**config.mk**
```make
export PLATFORM = sky130hd
export DESIGN_NAME = obstacle_avoid_drive_arbiter_flat
export DESIGN_NICKNAME = d
export VERILOG_FILES = /design/src/hdl/oada_pkg.sv /design/src/hdl/oada_chan_if.sv /design/src/hdl/obstacle_avoid_drive_arbiter.sv /design/src/flat_wrapper.sv
export SDC_FILE = /design/constraint.sdc
export NUM_CORES = 1
export LEC_CHECK = 0
export ABC_AREA = 1
export BUFFER_PORTS_ARGS = -buffer_cell sky130_fd_sc_hd__buf_4
export CAP_MARGIN = 20
export CELL_PAD_IN_SITES_DETAIL_PLACEMENT = 0
export CELL_PAD_IN_SITES_GLOBAL_PLACEMENT = 1
export CORE_MARGIN = 4
export CORE_UTILIZATION = 38
export CTS_CLUSTER_DIAMETER = 150
export DETAILED_ROUTE_END_ITERATION = 10
export HOLD_SLACK_MARGIN = 0.03
export PLACE_DENSITY_LB_ADDON = 0.1
export SETUP_SLACK_MARGIN = 0.02
export SLEW_MARGIN = 20
export SYNTH_ARGS = -nofsm -noshare
export SYNTH_HDL_FRONTEND = slang
export SYNTH_SLANG_ARGS = --single-unit
```
**constraint.sdc**
```tcl
create_clock -name clock -period 3.55 [get_ports clock]
set_clock_uncertainty 0.1 [all_clocks]
set_input_delay 0.71 -clock clock [delete_from_list [all_inputs] [get_ports clock]]
set_output_delay 0.71 -clock clock [all_outputs]
set_load 0.02 [all_outputs]
```
**src/hdl/oada_pkg.sv**
```systemverilog
// Types and constants of the obstacle-avoidance drive arbiter.
// No dependencies; used by the top level, the checker and the bench.
`default_nettype none

package oada_pkg;

   typedef logic [1:0] phase_type;
   localparam phase_type PH_CLEAR  = 2'd0;
   localparam phase_type PH_HIT    = 2'd1;
   localparam phase_type PH_AVOID1 = 2'd2;
   localparam phase_type PH_AVOID2 = 2'd3;

   typedef enum logic [1:0] {
      ACT_NOTHING,
      ACT_LEFT,
      ACT_BACK
   } action_type;

   typedef logic [1:0] csr_index_type;
   localparam csr_index_type CSR_MAN_RELOAD   = 2'd0;
   localparam csr_index_type CSR_AUTO_RELOAD  = 2'd1;
   localparam csr_index_type CSR_CRUISE_SPEED = 2'd2;
   localparam csr_index_type CSR_TURN_SPEED   = 2'd3;

   localparam int CSR_DATA_WIDTH = 11;

   localparam logic [7:0]  MAN_RELOAD_RESET   = 8'd16;
   localparam logic [7:0]  AUTO_RELOAD_RESET  = 8'd2;
   localparam logic [8:0]  CRUISE_SPEED_RESET = 9'd200;
   localparam logic [10:0] TURN_SPEED_RESET   = 11'd1000;

   localparam logic [15:0] RADIUS_STRAIGHT = 16'h8000;
   localparam logic [15:0] RADIUS_LEFT     = 16'hFFFF;
   localparam logic [15:0] RADIUS_NONE     = 16'h0000;

endpackage

`default_nettype wire

```
**src/hdl/oada_chan_if.sv**
```systemverilog
// Valid/ready channels of the drive arbiter: sensor item in, drive item out.
// Depends on nothing but the language.
`default_nettype none

interface oada_req_if;
   logic               valid;
   logic               ready;
   logic               ir_hit;
   logic               bumper_hit;
   logic               manual_present;
   logic signed [9:0]  manual_velocity;
   logic signed [15:0] manual_radius;

   modport source (output valid, ir_hit, bumper_hit, manual_present, manual_velocity,
                   manual_radius, input ready);
   modport sink   (input valid, ir_hit, bumper_hit, manual_present, manual_velocity,
                   manual_radius, output ready);
endinterface

interface oada_rsp_if;
   logic               valid;
   logic               ready;
   logic signed [11:0] drive_velocity;
   logic signed [15:0] drive_radius;
   logic               auto_active;

   modport source (output valid, drive_velocity, drive_radius, auto_active, input ready);
   modport sink   (input valid, drive_velocity, drive_radius, auto_active, output ready);
endinterface

`default_nettype wire

```
**src/hdl/obstacle_avoid_drive_arbiter.sv**
```systemverilog
// Obstacle-avoidance drive arbiter. Each accepted sensor item is one control tick: it
// lands in an input register, the avoidance phase, mode and backoff counter update as it
// leaves that register, and its drive item (if any) waits in the result register. One
// item per clock is sustained while the result side keeps ready high; an item passes
// through the input register and then the result register. Ticks in auto mode that carry a
// manual command update the state but give no result. The csr port is to be written only
// while the block is idle; the block itself does not enforce it. Indexes follow the
// register list (manual reload, auto reload, cruise speed, turn speed).
// Depends on oada_pkg and the channel interfaces in oada_chan_if.
`default_nettype none

module obstacle_avoid_drive_arbiter (
   input  wire logic                                clock,
   input  wire logic                                reset,
   oada_req_if.sink                                 req_chan,
   oada_rsp_if.source                               rsp_chan,
   input  wire logic                                csr_write_enable,
   input  wire logic [1:0]                          csr_index,
   input  wire logic [oada_pkg::CSR_DATA_WIDTH-1:0] csr_write_data
);

   logic [7:0]  man_reload_ff;
   logic [7:0]  auto_reload_ff;
   logic [8:0]  cruise_speed_ff;
   logic [10:0] turn_speed_ff;

   oada_pkg::phase_type phase_ff, phase_in;
   logic                auto_mode_ff, auto_mode_in;
   logic [7:0]          count_ff, count_in;

   logic               s1_valid_ff;
   logic               s1_ir_ff, s1_bump_ff, s1_man_ff;
   logic [9:0]         s1_mvel_ff;
   logic [15:0]        s1_mrad_ff;

   logic               s2_valid_ff, s2_valid_in;
   logic [11:0]        s2_vel_ff;
   logic [15:0]        s2_rad_ff;
   logic               s2_auto_ff;

   oada_pkg::action_type act;
   logic                 emit;
   logic [11:0]          vel;
   logic [15:0]          rad;
   logic [11:0]          act_vel;
   logic [15:0]          act_rad;
   logic [7:0]           count_dec;
   logic                 s2_free, s1_adv, req_take;

   always_ff @(posedge clock) begin
      if (reset) begin
         man_reload_ff   <= oada_pkg::MAN_RELOAD_RESET;
         auto_reload_ff  <= oada_pkg::AUTO_RELOAD_RESET;
         cruise_speed_ff <= oada_pkg::CRUISE_SPEED_RESET;
         turn_speed_ff   <= oada_pkg::TURN_SPEED_RESET;
      end else if (csr_write_enable) begin
         unique case (csr_index)
            oada_pkg::CSR_MAN_RELOAD:   man_reload_ff   <= csr_write_data[7:0];
            oada_pkg::CSR_AUTO_RELOAD:  auto_reload_ff  <= csr_write_data[7:0];
            oada_pkg::CSR_CRUISE_SPEED: cruise_speed_ff <= csr_write_data[8:0];
            oada_pkg::CSR_TURN_SPEED:   turn_speed_ff   <= csr_write_data[10:0];
            default: ;
         endcase
      end
   end

   always_comb begin
      phase_in = phase_ff;
      act      = oada_pkg::ACT_NOTHING;
      unique case (phase_ff) inside
         oada_pkg::PH_CLEAR: begin
            if (s1_ir_ff || s1_bump_ff) begin
               phase_in = oada_pkg::PH_HIT;
               act      = oada_pkg::ACT_BACK;
            end
         end
         oada_pkg::PH_HIT: begin
            if (!s1_bump_ff) begin
               phase_in = oada_pkg::PH_AVOID1;
               act      = oada_pkg::ACT_LEFT;
            end else begin
               act = oada_pkg::ACT_BACK;
            end
         end
         oada_pkg::PH_AVOID1, oada_pkg::PH_AVOID2: begin
            if (s1_ir_ff) begin
               act = oada_pkg::ACT_LEFT;
            end else if (s1_bump_ff) begin
               phase_in = oada_pkg::PH_HIT;
               act      = oada_pkg::ACT_BACK;
            end else if (phase_ff == oada_pkg::PH_AVOID1) begin
               phase_in = oada_pkg::PH_AVOID2;
               act      = oada_pkg::ACT_LEFT;
            end else begin
               phase_in = oada_pkg::PH_CLEAR;
            end
         end
         default: ;
      endcase
   end

   always_comb begin
      case (act)
         oada_pkg::ACT_LEFT: begin
            act_vel = {1'b0, turn_speed_ff};
            act_rad = oada_pkg::RADIUS_LEFT;
         end
         oada_pkg::ACT_BACK: begin
            act_vel = 12'd0 - {3'b000, cruise_speed_ff};
            act_rad = oada_pkg::RADIUS_STRAIGHT;
         end
         default: begin
            act_vel = {3'b000, cruise_speed_ff};
            act_rad = oada_pkg::RADIUS_STRAIGHT;
         end
      endcase
   end

   assign count_dec = count_ff - 8'd1;

   always_comb begin
      auto_mode_in = auto_mode_ff;
      count_in     = count_ff;
      emit         = 1'b1;
      vel          = 12'd0;
      rad          = oada_pkg::RADIUS_NONE;
      if (!auto_mode_ff) begin
         if (act != oada_pkg::ACT_NOTHING) begin
            auto_mode_in = 1'b1;
            count_in     = auto_reload_ff;
            vel          = act_vel;
            rad          = act_rad;
         end else if (s1_man_ff) begin
            count_in = man_reload_ff;
            vel      = {{2{s1_mvel_ff[9]}}, s1_mvel_ff};
            rad      = s1_mrad_ff;
         end else if (count_dec == 8'd0) begin
            auto_mode_in = 1'b1;
            count_in     = auto_reload_ff;
         end else begin
            count_in = count_dec;
         end
      end else if (s1_man_ff) begin
         emit = 1'b0;
         if (count_dec == 8'd0) begin
            auto_mode_in = 1'b0;
            count_in     = man_reload_ff;
         end else begin
            count_in = count_dec;
         end
      end else begin
         count_in = auto_reload_ff;
         vel      = act_vel;
         rad      = act_rad;
      end
   end

   assign s2_free  = !s2_valid_ff || rsp_chan.ready;
   assign s1_adv   = s1_valid_ff && (s2_free || !emit);
   assign req_take = req_chan.valid && req_chan.ready;

   assign req_chan.ready = !s1_valid_ff || s1_adv;

   always_comb begin
      if (s1_adv && emit) begin
         s2_valid_in = 1'b1;
      end else if (rsp_chan.ready) begin
         s2_valid_in = 1'b0;
      end else begin
         s2_valid_in = s2_valid_ff;
      end
   end

   always_ff @(posedge clock) begin
      if (reset) begin
         phase_ff     <= oada_pkg::PH_CLEAR;
         auto_mode_ff <= 1'b0;
         count_ff     <= oada_pkg::MAN_RELOAD_RESET;
         s1_valid_ff  <= 1'b0;
         s2_valid_ff  <= 1'b0;
      end else begin
         if (s1_adv) begin
            phase_ff     <= phase_in;
            auto_mode_ff <= auto_mode_in;
            count_ff     <= count_in;
         end
         if (req_chan.ready) begin
            s1_valid_ff <= req_chan.valid;
         end
         s2_valid_ff <= s2_valid_in;
      end
   end

   always_ff @(posedge clock) begin
      if (req_take) begin
         s1_ir_ff   <= req_chan.ir_hit;
         s1_bump_ff <= req_chan.bumper_hit;
         s1_man_ff  <= req_chan.manual_present;
         s1_mvel_ff <= req_chan.manual_velocity;
         s1_mrad_ff <= req_chan.manual_radius;
      end
      if (s1_adv && emit) begin
         s2_vel_ff  <= vel;
         s2_rad_ff  <= rad;
         s2_auto_ff <= auto_mode_in;
      end
   end

   assign rsp_chan.valid          = s2_valid_ff;
   assign rsp_chan.drive_velocity = s2_vel_ff;
   assign rsp_chan.drive_radius   = s2_rad_ff;
   assign rsp_chan.auto_active    = s2_auto_ff;

endmodule

`default_nettype wire

```
**src/flat_wrapper.sv**
```systemverilog
// flat-port wrapper written by rule: the top's interface ports become plain ports
module obstacle_avoid_drive_arbiter_flat 
  (clock, reset, csr_write_enable, csr_index, csr_write_data, req_chan_valid, req_chan_ir_hit, req_chan_bumper_hit, req_chan_manual_present, req_chan_manual_velocity, req_chan_manual_radius, req_chan_ready, rsp_chan_valid, rsp_chan_drive_velocity, rsp_chan_drive_radius, rsp_chan_auto_active, rsp_chan_ready);
  oada_req_if req_chan_i ();
  oada_rsp_if rsp_chan_i ();
  input  wire logic clock;
  input  wire logic reset;
  input  wire logic csr_write_enable;
  input  wire logic [1:0] csr_index;
  input  wire logic [oada_pkg::CSR_DATA_WIDTH-1:0] csr_write_data;
  input wire logic [$bits(req_chan_i.valid)-1:0] req_chan_valid;
  input wire logic [$bits(req_chan_i.ir_hit)-1:0] req_chan_ir_hit;
  input wire logic [$bits(req_chan_i.bumper_hit)-1:0] req_chan_bumper_hit;
  input wire logic [$bits(req_chan_i.manual_present)-1:0] req_chan_manual_present;
  input wire logic [$bits(req_chan_i.manual_velocity)-1:0] req_chan_manual_velocity;
  input wire logic [$bits(req_chan_i.manual_radius)-1:0] req_chan_manual_radius;
  output wire logic [$bits(req_chan_i.ready)-1:0] req_chan_ready;
  output wire logic [$bits(rsp_chan_i.valid)-1:0] rsp_chan_valid;
  output wire logic [$bits(rsp_chan_i.drive_velocity)-1:0] rsp_chan_drive_velocity;
  output wire logic [$bits(rsp_chan_i.drive_radius)-1:0] rsp_chan_drive_radius;
  output wire logic [$bits(rsp_chan_i.auto_active)-1:0] rsp_chan_auto_active;
  input wire logic [$bits(rsp_chan_i.ready)-1:0] rsp_chan_ready;
  assign req_chan_i.valid = req_chan_valid;
  assign req_chan_i.ir_hit = req_chan_ir_hit;
  assign req_chan_i.bumper_hit = req_chan_bumper_hit;
  assign req_chan_i.manual_present = req_chan_manual_present;
  assign req_chan_i.manual_velocity = req_chan_manual_velocity;
  assign req_chan_i.manual_radius = req_chan_manual_radius;
  assign req_chan_ready = req_chan_i.ready;
  assign rsp_chan_valid = rsp_chan_i.valid;
  assign rsp_chan_drive_velocity = rsp_chan_i.drive_velocity;
  assign rsp_chan_drive_radius = rsp_chan_i.drive_radius;
  assign rsp_chan_auto_active = rsp_chan_i.auto_active;
  assign rsp_chan_i.ready = rsp_chan_ready;
  obstacle_avoid_drive_arbiter u_core (.clock(clock), .reset(reset), .req_chan(req_chan_i), .rsp_chan(rsp_chan_i), .csr_write_enable(csr_write_enable), .csr_index(csr_index), .csr_write_data(csr_write_data));
endmodule
```
-- After elaboration in Yosys (flattened, before gate mapping)
Cells that the tools add are included.
- register bits after elaboration: 107
- word-level logic and storage cells: 90
- add/sub/neg operators: 2
- equal/unequal tests: 11
- mux-type cells: 38
- reductions and logical operators: 22
- operators with widths (operator ; count):
    16-bit two-way mux ; 4
    12-bit two-way mux ; 4
    8-bit two-way mux ; 6
    12-bit one-hot mux with 2 select lines ; 1
    2-bit two-way mux ; 9
    15-bit two-way mux ; 1
    2-bit one-hot mux with 3 select lines ; 2
    1-bit two-way mux ; 11
    2-bit equality test (second input constant) ; 5
    1-bit by 9-bit subtractor with 10-bit output (first input constant) ; 1
    8-bit logical NOT ; 1
    2-bit AND reduction ; 4
    8-bit by 1-bit subtractor with 8-bit output (second input constant) ; 1
    2-bit by 1-bit equality test with 1-bit output (second input constant) ; 3
    2-bit inequality test (second input constant) ; 3
    5-bit AND reduction ; 1
    2-bit logical NOT ; 2
    1-bit logical OR ; 4
    2-bit nonzero test ; 2
    1-bit logical AND ; 3
    1-bit logical NOT ; 3
    3-bit nonzero test ; 1
    2-bit OR reduction ; 1

-- Logic depth before layout (Yosys ltp)
- word-level depth: 9
- depth in mapped cells: 16

-- Worst setup path after synthesis
No wires, ideal clock.
- path type: input to register
- from: input rsp_chan_ready
- to: register u_core.s2_auto_ff (netlist: u_core.rsp_chan.auto_active) (enable)
- data arrival time: 1.689 ns
- required time: 3.066 ns
- path slack: 1.377 ns
- stages: 6
- cell sequence: nor2_1 > nand2_1 > nand2_1 > inv_1 > nand2_1 > inv_1
- word-level cells in the longest chain between the ends: 4
- RTL lines (what ; line ; text):
    start, declared ; flat_wrapper.sv:22 ; input wire logic [$bits(rsp_chan_i.ready)-1:0] rsp_chan_ready;
    1-bit logical OR ; obstacle_avoid_drive_arbiter.sv:158 ; assign s2_free = !s2_valid_ff || rsp_chan.ready;
    1-bit logical OR ; obstacle_avoid_drive_arbiter.sv:159 ; assign s1_adv = s1_valid_ff && (s2_free || !emit);
    1-bit logical AND ; obstacle_avoid_drive_arbiter.sv:159 ;
    1-bit logical AND ; obstacle_avoid_drive_arbiter.sv:202 ; if (s1_adv && emit) begin
    end signal, assigned ; obstacle_avoid_drive_arbiter.sv:205 ; s2_auto_ff <= auto_mode_in;
    end, declared ; obstacle_avoid_drive_arbiter.sv:39 ; logic s2_auto_ff;
No other way between the ends.
A chain may end at the register's enable or synchronous reset.

-- Worst setup path after layout
- from: register u_core.s1_ir_ff
- to: register u_core.s2_vel_ff[10] (netlist: u_core.rsp_chan.drive_velocity[10]) (data pin)
- word-level cells in the longest chain between the ends: 7
- elaborated cells between the ends (all ways): 11
- classes of those cells: eq/ne: 2; mux: 7; reduce/logical: 2
- RTL lines (what ; line ; text):
    start, declared ; obstacle_avoid_drive_arbiter.sv:32 ; logic s1_ir_ff, s1_bump_ff, s1_man_ff;
    start signal, assigned ; obstacle_avoid_drive_arbiter.sv:196 ; s1_ir_ff <= req_chan.ir_hit;
    1-bit logical OR ; obstacle_avoid_drive_arbiter.sv:72 ; if (s1_ir_ff || s1_bump_ff) begin
    2-bit two-way mux ; obstacle_avoid_drive_arbiter.sv:72 ;
    2-bit one-hot mux with 3 select lines * ; obstacle_avoid_drive_arbiter.sv:70 ; unique case (phase_ff) inside
    2-bit equality test / 2-bit by 1-bit equality test with 1-bit output (equally long branches) ; obstacle_avoid_drive_arbiter.sv:103 ; case (act)
    12-bit one-hot mux with 2 select lines ; obstacle_avoid_drive_arbiter.sv:103 ;
    12-bit two-way mux, on equally long branches ; obstacle_avoid_drive_arbiter.sv:128, obstacle_avoid_drive_arbiter.sv:143 ;
    12-bit two-way mux * ; obstacle_avoid_drive_arbiter.sv:127 ; if (!auto_mode_ff) begin
    named net u_core.vel[10] ; obstacle_avoid_drive_arbiter.sv:43 ; logic [11:0] vel;
    end signal, assigned ; obstacle_avoid_drive_arbiter.sv:203 ; s2_vel_ff <= vel;
    end, declared ; obstacle_avoid_drive_arbiter.sv:37 ; logic [11:0] s2_vel_ff;
The timed path passes the listed nets; every way through them passes the cells marked *.

==> impl_metrics.toml <==
[outcome]
outcome = "finished, final reports clean"

[placed_design]
pre_cts_slack_ps = 603
io_buffers = 77
hpwl_mm = 9.40
dp.cells = 824
place_congestion = 0.840

[final_layout]
nets = 717
seq_area_mm2 = 0.00272
fin_cells = 841
diodes = 0
final_layout_size_suffix_gt1_share_pct = 16.1
multi_input_area_mm2 = 0.00183
fill_cells = 1302
finalCoreUtilization_pct = 47.1
syn_to_final_growth_pct = 21.0

[cts]
cts_resized = 0
hold_buffers = 0
cts_setup_buffers = 0
cts-root-buf = "clkbuf_16"
htreeDepth = 3
cts.sinks = 107
clk_pin_slew_ps = 70
clock_path_buffers = 2
cts_buffers = 9
cts_tree = "built"
clock_latency_ps = 360

[setup_path]
worstRegToRegCells = 9
reg2reg_to = "u_core.rsp_chan.drive_velocity[10]"
cp-end-kind = "flip-flop"
max_stage_delay_ps = 440
cp.buffers_inverters = 2
crit_path_start_kind = "flip-flop"
reg2reg_from = "u_core.s1_ir_ff"
critPathRequiredTime_ps = 3570
critical_path.cell_chain = "nand2_1 -> inv_1 -> nor3_1 -> ha_1 -> inv_1 -> nor2_1 -> o211ai_1 -> nand2_1 -> a31o_2"
ff2ff_setup_slack_ps = 860
critPathTopFamily = "simple AND/OR/NAND/NOR gates"
crit_slowest_cell = "nor3_1"
path_class = "reg -> reg"
worstPathMaxFanout = 13
crit_arrival_ps = 2710

[timing]
setup_ws_ps = 859
drv_slew = 0
setup_viol = 0
fin_setup_tns_ps = 0
final.period_utilization_pct = 75.8
post-route-min-period_ps = 2690
rsz0062_at_grt = "no"
relSlewSlack_pct = 48.3
clock.fmax_mhz = 372
finalHoldViolCount = 0
tightest_slew_ps = 772

[yosys]
synth_top_flop_cell = "edfxtp_1"
yosys_warnings = 0
synth-seq-cells = 107
syn_inst = 592
synth.cell_area_mm2 = 0.00491
yosysTopAreaCell = "edfxtp_1"
async_flop_share_pct = 0
synth_edf_count = 58
ys_types = 34
synth_area_leaders = "edfxtp_1 (35%), dfxtp_1 (20%), nand2_1 (12%)"
syn_avg_cell_area_um2 = 8.29
synth_nets = 645
synth_top_area_share_pct = 35.5
yosysSeqAreaShare_pct = 55.5

[global_route]
track_usage_pct = 18.0
grt_max_degree = 40
grt_pass1_wl_mm = 20.5
first_global_vias = 3870
grt_overflow = 0
antenna_found_initial = 0

[floorplan]
die_h_um = 122
die_x_um = 122
initial_core_util_pct = 38.9
die-area_mm2 = 0.0148
std_cell_rows = 41
core_area_mm2 = 0.0126
io_pins = 78

[hold_path]
hold_end = "u_core.turn_speed_ff[7]"
hold_start = "u_core.turn_speed_ff[7]"
hold_depth = 2
min_path_type = "reg -> reg"

[pwr]
power_frac_comb_pct = 17.8
power_frac_seq_pct = 49.4
p_leak_nw = 2.68
p_int_mw = 2.07
p_per_area_mw_per_mm2 = 491
ir_worst_vdd_v = 0.000253
power_mw = 2.92
p_clk_share_pct = 32.8
p_sw_share_pct = 29.0
p_switching_mw = 0.846

[routing]
firstDrtPassIters = 5
vias = 4216
routed_wl_mm = 12.9
wl_per_cell_um = 15.3
drcViolationCount = 0
drt-initial-drc-count = 370
vias_per_cell = 5.01
ant_nets = 0

[run]
drv_cap = 0
==> layer usage <==
| metal | vias up | track usage (%) | share of wire (%) |
|---|---|---|---|
| li1 | 2096 | - | - |
| met2 | 153 | 27.0 | 44 |
| met4 | 0 | 5.95 | 1.5 |
| met3 | 13 | 4.97 | 6.9 |
| met5 | - | 0 | 0 |
| met1 | 1954 | 25.1 | 47 |
==> area by class of cell <==
type,count,share of cell area [%]
clock buffers,9,3.79
clock inverters,7,0.864
inverters,72,4.55
multi-input cells,393,30.8
flip-flops and latches,107,45.8
well taps,172,3.62
repair buffers,81,10.6
==> sequential cells by signal, summed over array words and instances (netlist names) <==
signal,count
u_core.rsp_chan.drive_velocity,12
u_core.s1_mvel_ff,10
u_core.count_ff,8
u_core.s1_ir_ff,1
u_core.auto_reload_ff,8
u_core.s1_valid_ff,1
u_core.man_reload_ff,8
u_core.rsp_chan.auto_active,1
u_core.phase_ff,2
u_core.s1_bump_ff,1
u_core.turn_speed_ff,11
u_core.auto_mode_ff,1
u_core.s1_man_ff,1
u_core.rsp_chan.valid,1
u_core.cruise_speed_ff,9
u_core.s1_mrad_ff,16
u_core.rsp_chan.drive_radius,16
==> worst min-delay path, cell delays in order (launching register included) <==
cell,delay (ps)
dfxtp_1,340
nand2_1,50
nand3_1,50
==> worst max path at each step <==
stage / from / end / slack (ps) / depth (start not counted)
after floorplan: rsp_chan_ready / u_core.rsp_chan.auto_active / 1380 / 6
after global placement: rsp_chan_ready / u_core.rsp_chan.drive_velocity[11] / 630 / 7
after detailed placement: rsp_chan_ready / u_core.rsp_chan.drive_velocity[9] / 600 / 7
after CTS: u_core.s1_ir_ff / u_core.rsp_chan.drive_velocity[9] / 840 / 9
after global routing: u_core.phase_ff[1] / u_core.rsp_chan.drive_velocity[10] / 590 / 9
final: u_core.s1_ir_ff / u_core.rsp_chan.drive_velocity[10] / 860 / 9
==> cell usage in the layout (no fill, tap or decap), types with 3 or more instances in the layout <==
cell type / count
a21oi_1: 44
a32o_1: 3
buf_4: 79
clkbuf_16: 9
clkinv_1: 3
clkinvlp_4: 4
dfxtp_1: 49
edfxtp_1: 58
ha_1: 6
inv_1: 68
nand2_1: 162
nand3_1: 36
nand4_1: 3
nor2_1: 57
nor2_2: 5
nor3_1: 6
o211ai_1: 7
o21ai_0: 40
o21ai_1: 8
==> synth_stat cells (all sizes together) (3+ instances only) <==
cell and number:
nor3 6, a21oi 44, nand3 36, clkbuf 16, buf 4, edfxtp 58, dfxtp 49, ha 6
nand4 3, inv 70, nand2 163, o211ai 7, nor2 63, a32o 3, o21ai 48
==> power groups by stage <==
stage | Clock, mW | Combinational, mW | Sequential, mW
floorplan | 0 | 0.304 | 1.49
detailed placement | 0 | 0.519 | 1.47
global placement | 0 | 0.513 | 1.47
global route | 1.03 | 0.586 | 1.45
finish | 0.957 | 0.518 | 1.44
CTS | 0.989 | 0.521 | 1.44
==> kinds of logic (layout without fill, tap and decap cells) <==
kind of cell    count (synthesis)  after routing  synth area share (%)
compound gates                114            114                  13.0
fa+ha+maj                       6              6                  1.53
buf+inv                        92            169                  7.29
xor+xnor                        1              1                 0.179
simple gates                  272            272                  22.5
flops                         107            107                  55.5
==> per-stage QoR <==
step           instance area, um2  hold WS, ps
5_1_grt                      5940          401
4_1_cts                      5920          372
2_1_floorplan                4910          329
6_report                     5940          370
3_3_place_gp                 5650          349
3_5_place_dp                 5650          352
Note: power is estimated with default switching activity, not from simulation.
